File: config.mk
export PLATFORM = sky130hd
export DESIGN_NAME = skeleton_minutia_detector
export DESIGN_NICKNAME = d
export VERILOG_FILES = /design/src/rtl/smd_pkg.sv /design/src/rtl/smd_ram.sv /design/src/rtl/smd_judge.sv /design/src/rtl/skeleton_minutia_detector.sv
export SDC_FILE = /design/constraint.sdc
export NUM_CORES = 2
export LEC_CHECK = 0
export ABC_CLOCK_PERIOD_IN_PS = 44300
export BUFFER_PORTS_ARGS = -buffer_cell sky130_fd_sc_hd__buf_4
export CAP_MARGIN = 20
export CORE_MARGIN = 2
export CORE_UTILIZATION = 49
export DETAILED_ROUTE_END_ITERATION = 16
export GPL_ROUTABILITY_DRIVEN = 0
export PLACE_DENSITY = 0.69
export SLEW_MARGIN = 20
export SYNTH_ARGS = -nofsm -noshare
export SYNTH_HDL_FRONTEND = slang
export SYNTH_SLANG_ARGS = --single-unit
File: constraint.sdc
create_clock -name clk -period 44.3 [get_ports clk]
set_input_delay 4.43 -clock clk [delete_from_list [all_inputs] [get_ports clk]]
set_output_delay 4.43 -clock clk [all_outputs]
set_load 0.01 [all_outputs]
File: src/rtl/smd_pkg.sv
// Shared types and constants for the skeleton minutia detector.
// No dependencies; imported by smd_judge and skeleton_minutia_detector.
package smd_pkg;

    localparam int MAX_WIDTH_DEF  = 1024;
    localparam int MAX_HEIGHT_DEF = 1024;

    localparam int CFG_W     = 11;
    localparam int CFG_IDX_W = 2;
    localparam int POS_W     = 10;
    localparam int CNT_W     = 4;
    localparam int WIN_W     = 9;

    localparam logic [CFG_W-1:0] WIDTH_RESET  = 11'd1024;
    localparam logic [CFG_W-1:0] HEIGHT_RESET = 11'd1024;

    typedef enum logic [CFG_IDX_W-1:0] {
        REG_IMAGE_WIDTH  = 2'd0,
        REG_IMAGE_HEIGHT = 2'd1
    } cfg_reg_t;

    typedef struct packed {
        logic             is_minutia;
        logic             is_branch;
        logic [CNT_W-1:0] neighbor_count;
        logic [POS_W-1:0] pos_x;
        logic [POS_W-1:0] pos_y;
        logic             judged_valid;
        logic             frame_end;
    } res_t;

endpackage

File: src/rtl/smd_ram.sv
// Generic single-write, single-read RAM with registered read data.
// No dependencies.
module smd_ram #(
    parameter int WIDTH = 2,
    parameter int DEPTH = 1024
) (
    input  logic                     clk,
    input  logic                     we,
    input  logic [$clog2(DEPTH)-1:0] waddr,
    input  logic [WIDTH-1:0]         wdata,
    input  logic [$clog2(DEPTH)-1:0] raddr,
    output logic [WIDTH-1:0]         rdata
);

    logic [WIDTH-1:0] mem [DEPTH];

    always_ff @(posedge clk)
    begin
        if (we)
        begin
            mem[waddr] <= wdata;
        end
        rdata <= mem[raddr];
    end

endmodule

File: src/rtl/smd_judge.sv
// Neighbor count and ending / branch decision for one 3x3 window.
// Depends on smd_pkg.
module smd_judge (
    input  logic [smd_pkg::WIN_W-1:0] window,
    input  logic                      judged_valid,
    input  logic [smd_pkg::POS_W-1:0] pos_x,
    input  logic [smd_pkg::POS_W-1:0] pos_y,
    input  logic                      frame_end,
    output smd_pkg::res_t             res
);
    import smd_pkg::*;

    logic [WIN_W-1:0] nb;
    logic [CNT_W-1:0] cnt;
    logic             center;
    logic             mark;

    always_comb
    begin
        nb     = window & ~(WIN_W'(1) << 4);
        center = window[4];
        cnt    = '0;
        for (int i = 0; i < WIN_W; i++)
        begin
            cnt = cnt + CNT_W'(nb[i]);
        end
        mark = judged_valid && center && (cnt == CNT_W'(1) || cnt > CNT_W'(2));

        res.is_minutia     = mark;
        res.is_branch      = mark && (cnt > CNT_W'(2));
        res.neighbor_count = judged_valid ? cnt : '0;
        res.pos_x          = judged_valid ? pos_x : '0;
        res.pos_y          = judged_valid ? pos_y : '0;
        res.judged_valid   = judged_valid;
        res.frame_end      = frame_end;
    end

endmodule

File: src/rtl/skeleton_minutia_detector.sv
// Streaming ridge ending / branch point detector over a thinned skeleton.
// Depends on smd_pkg, smd_ram and smd_judge.
//
// The block takes one pixel per clock while in_ready is high and returns one
// result per pixel through an output register backed by a skid register, so
// one more pixel is taken while a result waits, then in_ready drops. The two
// line stores share one 2-bit RAM whose registered read is fetched one pixel
// ahead. After reset a clearing pass writes zeros to every address; in_ready
// stays low during that pass, configuration writes are taken at any time.
module skeleton_minutia_detector #(
    parameter int MAX_WIDTH  = smd_pkg::MAX_WIDTH_DEF,
    parameter int MAX_HEIGHT = smd_pkg::MAX_HEIGHT_DEF
) (
    input  logic                          clk,
    input  logic                          rst_n,
    input  logic                          cfg_valid,
    output logic                          cfg_ready,
    input  logic [smd_pkg::CFG_IDX_W-1:0] cfg_index,
    input  logic [smd_pkg::CFG_W-1:0]     cfg_data,
    input  logic                          in_valid,
    output logic                          in_ready,
    input  logic                          pixel,
    output logic                          out_valid,
    input  logic                          out_ready,
    output logic                          is_minutia,
    output logic                          is_branch,
    output logic [smd_pkg::CNT_W-1:0]     neighbor_count,
    output logic [smd_pkg::POS_W-1:0]     pos_x,
    output logic [smd_pkg::POS_W-1:0]     pos_y,
    output logic                          judged_valid,
    output logic                          frame_end
);
    import smd_pkg::*;

    localparam int AW  = $clog2(MAX_WIDTH);
    localparam int CW  = $clog2(MAX_WIDTH + 1);
    localparam int RW  = $clog2(MAX_HEIGHT + 1);
    localparam int DWC = (CW > CFG_W) ? CW : CFG_W;
    localparam int DWR = (RW > CFG_W) ? RW : CFG_W;

    logic [CFG_W-1:0] width_reg, height_reg;
    logic [CW-1:0]    col_reg, col_next;
    logic [RW-1:0]    row_reg, row_next;
    logic [WIN_W-1:0] win_reg, win_next;
    logic             clr_active_reg;
    logic [AW-1:0]    clr_addr_reg;
    logic             out_valid_reg, out_valid_next;
    logic             skid_valid_reg, skid_valid_next;
    res_t             out_res_reg, skid_res_reg, res_new;

    logic [DWC-1:0]   w_ext;
    logic [DWR-1:0]   h_ext;
    logic [CW-1:0]    w;
    logic [RW-1:0]    h;
    logic             accept;
    logic             in_img_col;
    logic             cur, prev, old, top, mid;
    logic [2:0]       col_bits;
    logic             jvalid, fend;
    logic [CW+9:0]    px_ext;
    logic [RW+9:0]    py_ext;
    logic             load_out;
    logic             out_load_skid, out_load_new, skid_load;

    logic             ram_we;
    logic [AW-1:0]    ram_waddr, ram_raddr;
    logic [1:0]       ram_wdata, ram_rdata;

    assign cfg_ready = 1'b1;
    assign in_ready  = !clr_active_reg && !skid_valid_reg;
    assign accept    = in_valid && in_ready;

    always_comb
    begin
        w_ext = DWC'(width_reg);
        if (w_ext == '0)
        begin
            w_ext = DWC'(1);
        end
        else if (w_ext > DWC'(MAX_WIDTH))
        begin
            w_ext = DWC'(MAX_WIDTH);
        end
        w = w_ext[CW-1:0];

        h_ext = DWR'(height_reg);
        if (h_ext == '0)
        begin
            h_ext = DWR'(1);
        end
        else if (h_ext > DWR'(MAX_HEIGHT))
        begin
            h_ext = DWR'(MAX_HEIGHT);
        end
        h = h_ext[RW-1:0];
    end

    always_comb
    begin
        in_img_col = col_reg < w;
        prev       = ram_rdata[0];
        old        = ram_rdata[1];
        cur        = in_img_col && (row_reg < h) && pixel;
        top        = in_img_col && (row_reg >= RW'(2)) && old;
        mid        = in_img_col && (row_reg >= RW'(1)) && prev;
        col_bits   = {cur, mid, top};
        win_next   = (col_reg == '0) ? WIN_W'(col_bits) : {win_reg[WIN_W-4:0], col_bits};

        jvalid = (col_reg >= CW'(1)) && (col_reg <= w) && (row_reg >= RW'(1)) && (row_reg <= h);
        fend   = (col_reg >= w) && (row_reg >= h);
        px_ext = {10'b0, col_reg} - (CW+10)'(1);
        py_ext = {10'b0, row_reg} - (RW+10)'(1);

        if (col_reg >= w)
        begin
            col_next = '0;
            row_next = (row_reg >= h) ? '0 : row_reg + RW'(1);
        end
        else
        begin
            col_next = col_reg + CW'(1);
            row_next = row_reg;
        end
    end

    always_comb
    begin
        ram_we    = clr_active_reg || (accept && in_img_col);
        ram_waddr = clr_active_reg ? clr_addr_reg : col_reg[AW-1:0];
        ram_wdata = clr_active_reg ? 2'b00 : {prev, cur};
        if (accept)
        begin
            ram_raddr = (col_next < CW'(MAX_WIDTH)) ? col_next[AW-1:0] : '0;
        end
        else
        begin
            ram_raddr = (col_reg < CW'(MAX_WIDTH)) ? col_reg[AW-1:0] : '0;
        end
    end

    smd_ram #(
        .WIDTH (2),
        .DEPTH (MAX_WIDTH)
    ) u_line_ram (
        .clk   (clk),
        .we    (ram_we),
        .waddr (ram_waddr),
        .wdata (ram_wdata),
        .raddr (ram_raddr),
        .rdata (ram_rdata)
    );

    smd_judge u_judge (
        .window       (win_next),
        .judged_valid (jvalid),
        .pos_x        (px_ext[POS_W-1:0]),
        .pos_y        (py_ext[POS_W-1:0]),
        .frame_end    (fend),
        .res          (res_new)
    );

    always_comb
    begin
        load_out        = !out_valid_reg || out_ready;
        out_valid_next  = out_valid_reg;
        skid_valid_next = skid_valid_reg;
        out_load_skid   = 1'b0;
        out_load_new    = 1'b0;
        skid_load       = 1'b0;
        if (load_out)
        begin
            if (skid_valid_reg)
            begin
                out_load_skid   = 1'b1;
                out_valid_next  = 1'b1;
                skid_valid_next = 1'b0;
            end
            else
            begin
                out_load_new   = accept;
                out_valid_next = accept;
            end
        end
        else if (accept)
        begin
            skid_load       = 1'b1;
            skid_valid_next = 1'b1;
        end
    end

    always_ff @(posedge clk or negedge rst_n)
    begin
        if (!rst_n)
        begin
            width_reg      <= WIDTH_RESET;
            height_reg     <= HEIGHT_RESET;
            col_reg        <= '0;
            row_reg        <= '0;
            win_reg        <= '0;
            clr_active_reg <= 1'b1;
            clr_addr_reg   <= '0;
            out_valid_reg  <= 1'b0;
            skid_valid_reg <= 1'b0;
        end
        else
        begin
            if (cfg_valid && cfg_ready)
            begin
                unique case (cfg_reg_t'(cfg_index))
                    REG_IMAGE_WIDTH:  width_reg  <= cfg_data;
                    REG_IMAGE_HEIGHT: height_reg <= cfg_data;
                    default:          ;
                endcase
            end
            if (clr_active_reg)
            begin
                clr_addr_reg <= clr_addr_reg + AW'(1);
                if (clr_addr_reg == AW'(MAX_WIDTH - 1))
                begin
                    clr_active_reg <= 1'b0;
                end
            end
            if (accept)
            begin
                col_reg <= col_next;
                row_reg <= row_next;
                win_reg <= win_next;
            end
            out_valid_reg  <= out_valid_next;
            skid_valid_reg <= skid_valid_next;
        end
    end

    always_ff @(posedge clk)
    begin
        if (out_load_skid)
        begin
            out_res_reg <= skid_res_reg;
        end
        else if (out_load_new)
        begin
            out_res_reg <= res_new;
        end
        if (skid_load)
        begin
            skid_res_reg <= res_new;
        end
    end

    assign out_valid      = out_valid_reg;
    assign is_minutia     = out_res_reg.is_minutia;
    assign is_branch      = out_res_reg.is_branch;
    assign neighbor_count = out_res_reg.neighbor_count;
    assign pos_x          = out_res_reg.pos_x;
    assign pos_y          = out_res_reg.pos_y;
    assign judged_valid   = out_res_reg.judged_valid;
    assign frame_end      = out_res_reg.frame_end;

`ifndef SYNTH
    a_no_accept_in_clear: assert property (@(posedge clk) disable iff (!rst_n)
        clr_active_reg |-> !in_ready)
        else $error("transaction accepted during clearing pass");

    a_skid_behind_out: assert property (@(posedge clk) disable iff (!rst_n)
        skid_valid_reg |-> out_valid_reg)
        else $error("skid register holds a result ahead of the output register");

    a_frame_wrap: assert property (@(posedge clk) disable iff (!rst_n)
        (accept && fend) |=> (col_reg == '0 && row_reg == '0))
        else $error("scan counters did not wrap at frame end");

    a_col_bound: assert property (@(posedge clk) disable iff (!rst_n)
        col_reg <= CW'(MAX_WIDTH))
        else $error("column counter past maximum width");
`endif

endmodule
### Word-level counts from Yosys, hierarchy flattened

Memory sizes are Yosys's and may differ from the RTL's. A register that Yosys moved wholly into a read port is not among the register bits.
Index checks and enable logic that the tools add are counted.

* add/subtract/negate cells: 12
* order comparisons: 14
* eq/ne operators: 3
* multiplexer cells: 30
* reduce and logical (&&, ||, !) cells: 31

Operators with widths (count)
* $mux W11: 6
* $mux W10: 6
* $mux W28: 2
* $logic_not A11 Y1: 3
* $add A11 B1 Y11 const B: 2
* $ge A11 B1 Y1 const B: 2
* $ge A11 B11 Y1: 2
* $gt A11 B11 Y1 const B: 2
* $le A11 B11 Y1: 2
* $lt A11 B11 Y1: 2
* $lt A11 B11 Y1 const B: 2
* $add A4 B1 Y4: 5
* $sub A10 B1 Y10 const B: 2
* $logic_and A1 B1 Y1: 16
* $mux W1: 13
* $ge A11 B2 Y1 const B: 1
* $add A10 B1 Y10 const B: 1
* $eq A10 B10 Y1 const B: 1
* $mux W9: 1
* $reduce_and A2 Y1: 3
* $eq A4 B1 Y1 const B: 1
* $gt A4 B2 Y1 const B: 1
* $mux W4: 1
* $reduce_bool A2 Y1: 2
* other kinds (7): 11

* register bits: 119
* RAM bits: 2048
* input port bits: 19
* word-level logic and storage cells: 114
* memories: 1

Memory list
* u_line_ram.mem: depth 1024, bits a word 2, read ports 1, clocked after Yosys merged registers in 1, wr ports 1, line smd_ram.sv:15 `logic [WIDTH-1:0] mem [DEPTH];`

### Longest topological paths before layout

* depth after elaboration: 20
* gate-level depth with buffers: 28
* mapped depth without buffers: 28

### Hierarchy

A second synthesis with hierarchy kept.

* cells, all modules: 5428
* area total of the unflattened synthesis: 90551.8 µm²

By module, submodules not included
* smd_ram: instances 1, cells each 4793, area an instance 83757.8 µm²
* skeleton_minutia_detector: instances 1, cells each 581, area an instance 6393.6 µm²
* smd_judge: instances 1, cells each 54, area an instance 400.4 µm²

### Least setup slack after synthesis

OpenSTA, ideal clock, no wires.

* path type: input -> register
* start: input pixel
* end: memory u_line_ram.mem[0][0] (data pin)
* library setup time: 4.956 ns
* arrival time: 28.012 ns
* slack: 11.331 ns
* stages on the path: 2
* buffers on the path: 0
* cells stage by stage: nand3_1 > nor2_1

* cells in the longest elaborated chain, start to end: 2

Ends and longest elaborated chain
* start, declared: line skeleton_minutia_detector.sv:22 `input logic pixel,`
* $logic_and A1 B1 Y1: line skeleton_minutia_detector.sv:103 `cur = in_img_col && (row_reg < h) && pixel;`
* $mux W2: line skeleton_minutia_detector.sv:130 `ram_wdata = clr_active_reg ? 2'b00 : {prev, cur};`
* via ram_wdata[0]: line skeleton_minutia_detector.sv:67 `logic [1:0] ram_wdata, ram_rdata;`
* end, declared: line smd_ram.sv:15

The timed path passes the listed nets, and every way through them passes these cells.

### Final worst setup path

* start: input in_valid
* end: register u_line_ram.rdata[0] (read register of u_line_ram.mem)

* cells in the longest elaborated chain, start to end: 2

Ends and longest elaborated chain
* start, declared: line skeleton_minutia_detector.sv:20 `input logic in_valid,`
* $logic_and A1 B1 Y1: line skeleton_minutia_detector.sv:71 `assign accept = in_valid && in_ready;`
* $mux W10: line skeleton_minutia_detector.sv:131 `if (accept)`
* end, declared: line smd_ram.sv:12 `output logic [WIDTH-1:0] rdata`

No other way between the ends.
A chain may end at the register's enable or synchronous reset.

==> metrics.md <==
| Metric | Value |
|---|---|
| Status | `complete, no violations` |
| Hold_ws | `~0.48 ns` |
| Register area | `64,800 µm²` |
| Core Area | `192,600 µm²` |
| YS warnings | `0` |
| Reg2Reg Depth | `19` |
| DRT antenna net count | `0` |
| Period utilization | `0.2321` |
| Multi-input logic area | `27,520 µm²` |
| CP dominant cell by count | `buf_4` |
| # setup viols final | `0` |
| Unique masters post-synth | `95` |
| CTS tree | `built` |
| Clock slew at reported path FFs | `0.06 ns` |
| Slew Viols, Final | `0` |
| Worst setup path end | `u_line_ram.rdata[0]$_DFF_P_` |
| Layout fillers | `15,901` |
| DIE AREA | `197,300 µm²` |
| Worst-Margin Slew | `approximately 1.3 ns` |
| Peak supply drop | `between 70 and 80 µV` |
| Drt first pass iters | `9` |
| FF-to-FF End | `u_line_ram.rdata[0]$_DFF_P_` |
| Mapped Nets | `8,155` |
| Highest clock rate | `about 97 MHz` |
| Worst Skew | `0.06333 ns` |
| Final min period | `10.28 ns` |
| Reg-to-Reg Start | `col_reg[0]$_DFFE_PN0P_` |
| Final Hold Fails | `0` |
| Vias per cell | `about 6.5` |
| Total GRT Usage | `0.2980` |
| Relative slew margins | `0.1054` |
| Post-CTS setup buffer count | `0` |
| Synth Flop Type | `edfxtp_1` |
| CTS resizes | `0` |
| Initial antenna violation count | `14` |
| Pwr/cell area | `65.06 nW/µm²` |
| Register bit count reported by yosys | `2,169` |
| RSZ-0062 raised after global routing | `no` |
| Synthesized area per cell | `11.72 µm²` |
| Clk root buf | `clkbuf_16` |
| Setup CP Type | `input port to flip-flop` |
| DRT Wirelength | `about 300,000 µm` |
| Clk sinks | `2,169` |
| Worst min-delay path category | `flip-flop to flip-flop` |
| DP Worst Slack | `33.32 ns` |
| Worst reg2reg setup slack | `36.58 ns` |
| Largest net degree at the start of global routing | `roughly 230` |
| Post-synthesis sequential area ratio | `0.6825` |
| Number of enable flip-flop cells after synthesis | `2,104` |
| Crit path depth | `20` |
| Pleak | `33.92 nW` |
| Floorplan row count | `161` |
| First-pass GRT wire length | `approximately 440,000 µm` |
| IO Count | `50` |
| WP buf/inv | `8` |
| Latest clock arrival within the worst-skew pair | `0.90 ns` |
| CP Cell Sequence | `buf_4 -> nor3b_2 -> buf_4 -> nor2_4 -> buf_4 -> buf_4 -> nand2_1 -> nand2_4 -> buf_4 -> buf_12 -> buf_4 -> mux2i_1 -> o22ai_1 -> nor4_1 -> o21ai_1 -> nand4_1 -> o41ai_1 -> buf_4 -> a31oi_1 -> a2111oi_2` |
| Finished Cell Area | `104,300 µm²` |
| DP HPWL | `165,900 µm` |
| Post-synth ARST share | `0.02905` |
| Hold-fix buffer count after cts | `0` |
| Share of cells above drive strength 1 | `0.08437` |
| Setup TNS | `0 ns` |
| Drt wl/cell | `28.38 µm` |
| Worst Setup SP | `in_valid` |
| Via count | `69,233` |
| Initial Util | `0.4930` |
| Area delta synth->final | `9.870%` |
| Total congestion overflow | `0` |
| WP data arrival | `11.08 ns` |
| Drt drc | `0` |
| WP data required | `45.09 ns` |
| Crit-path leading delay family | `buffers and inverters` |
| Final WS setup | `34.02 ns` |
| Clk buf depth | `3` |
| Die H | `approximately 440 µm` |
| Die W | `444.2 µm` |
| Num CTS Buffers | `209` |
| Crit start category | `input port` |
| Placement Cell Area | `a little under 100,000 µm²` |
| Max Cap Violations | `0` |
| Nets | `7,941` |
| Min-delay src | `win_reg[4]$_DFFE_PN0P_` |
| Gate Count Post-Synth | `8,099` |
| Post-synthesis cell area | `94,950 µm²` |
| Crit-path max cell delay | `0.72 ns` |
| Max reg flops | `roughly 2,000` |
| H-tree depth | `4` |
| Slowest-stage cell, CP | `buf_4` |
| Iteration-0 DRC Markers | `11,206` |
| Crit end category | `flip-flop` |
| Vias in the first global route | `65,403` |
| I/O Buffers | `between 40 and 50` |
| Crit Path Max Fanout | `163` |
## per-layer routing
| metal | GRT usage | part of all wire | vias up |
|---|---|---|---|
| met5 | 0 | 0.00016 | - |
| met3 | 0.07707 | 0.13 | 879 |
| li1 | - | - | 29342 |
| met2 | 0.4464 | 0.44 | 5006 |
| met1 | 0.4019 | 0.37 | 33998 |
| met4 | 0.1542 | 0.059 | 8 |
## worst min-delay path: stages, from the launching register on
cell and delay (ns):
dfrtp_1 0.34, nand2_1 0.05, nand2_1 0.06
## power by group
group	internal, mW	switching [mW]	leakage (nW)
clock	1.00	0.781	3.30
sequential	2.54	0.0338	19.8
combinational	0.617	1.81	10.8
total	4.16	2.63	33.9
## synthesized netlist by cell type, types with 20 or more instances
cell,instances,area share
o22ai_1,32,0.0021
a22o_1,38,0.0035
a211o_1,38,0.0035
buf_4,27,0.0021
nand3_1,649,0.034
a31oi_1,149,0.0098
o21ai_0,78,0.0041
mux2i_1,140,0.015
ha_1,33,0.0043
edfxtp_1,2104,0.67
nand2_1,1668,0.066
nor3_1,97,0.0051
a32oi_1,118,0.011
nand4_1,88,0.0058
a21oi_1,201,0.011
and3_1,132,0.0087
a221o_1,41,0.0043
dfrtp_1,60,0.016
buf_2,235,0.012
clkbuf_1,357,0.014
mux2_2,33,0.0039
buf_1,46,0.0018
nor2_1,1146,0.045
nor4_1,35,0.0023
a221oi_1,77,0.0071
a211oi_1,68,0.0054
inv_1,22,0.00087
xnor2_1,20,0.0018
a22oi_1,66,0.0052
o31ai_1,34,0.0027
## cells by family (layout without fill, tap and decap cells)
| kind of cell | after synthesis | after routing | synth area share |
|---|---|---|---|
| other | 1 | 7 | 0.00003949 |
| muxes | 178 | 178 | 0.01986 |
| buffers and inverters | 693 | 654 | 0.03188 |
| adders and majority gates | 37 | 37 | 0.005192 |
| AOI/OAI and AO/OA | 1096 | 1096 | 0.08415 |
| DFF | 2169 | 2169 | 0.6825 |
| xor gates and xnor gates | 37 | 37 | 0.003413 |
| and+or+nand+nor | 3888 | 3888 | 0.1730 |
## how the worst min path moves through the flow
stage | slack, ns | end | cells past startpoint
global route | 0.50 | win_reg[4]$_DFFE_PN0P_ | 2
finish | 0.48 | win_reg[4]$_DFFE_PN0P_ | 2
floorplan | 0.44 | win_reg[2]$_DFFE_PN0P_ | 2
CTS | 0.48 | win_reg[4]$_DFFE_PN0P_ | 2
global placement | 0.46 | win_reg[4]$_DFFE_PN0P_ | 2
detailed placement | 0.46 | win_reg[4]$_DFFE_PN0P_ | 2
## layout make-up
class | instances | area share
Tap cell | 2526 | 0.03030
Timing Repair Buffer | 244 | 0.01859
Clock buffer | 267 | 0.05330
Sequential cell | 2169 | 0.6212
Multi-Input combinational cell | 5237 | 0.2638
Clock inverter | 119 | 0.01184
Antenna cell | 6 | 0.0001439
Inverter | 24 | 0.0008636
## cells in the final DEF (no fill, tap or decap), drive strengths merged, types with 118 or more instances in the layout
cell type / n
a21oi: 201
buf: 244
a32oi: 118
mux2i: 140
nand2: 1669
clkbuf: 267
and3: 132
edfxtp: 2104
a31oi: 150
nor2: 1149
nand3: 650
## metrics by stage
step | total power, mW | util | instances
finish | 6.788 | 0.5417 | 10592
floorplan | 4.438 | - | 8099
global placement | 4.931 | 0.5060 | 10198
detailed placement | 4.959 | 0.5063 | 10200
CTS | 6.718 | 0.5416 | 10586
global route | 6.999 | 0.5416 | 10587
Power figures use the tool's default switching activity.
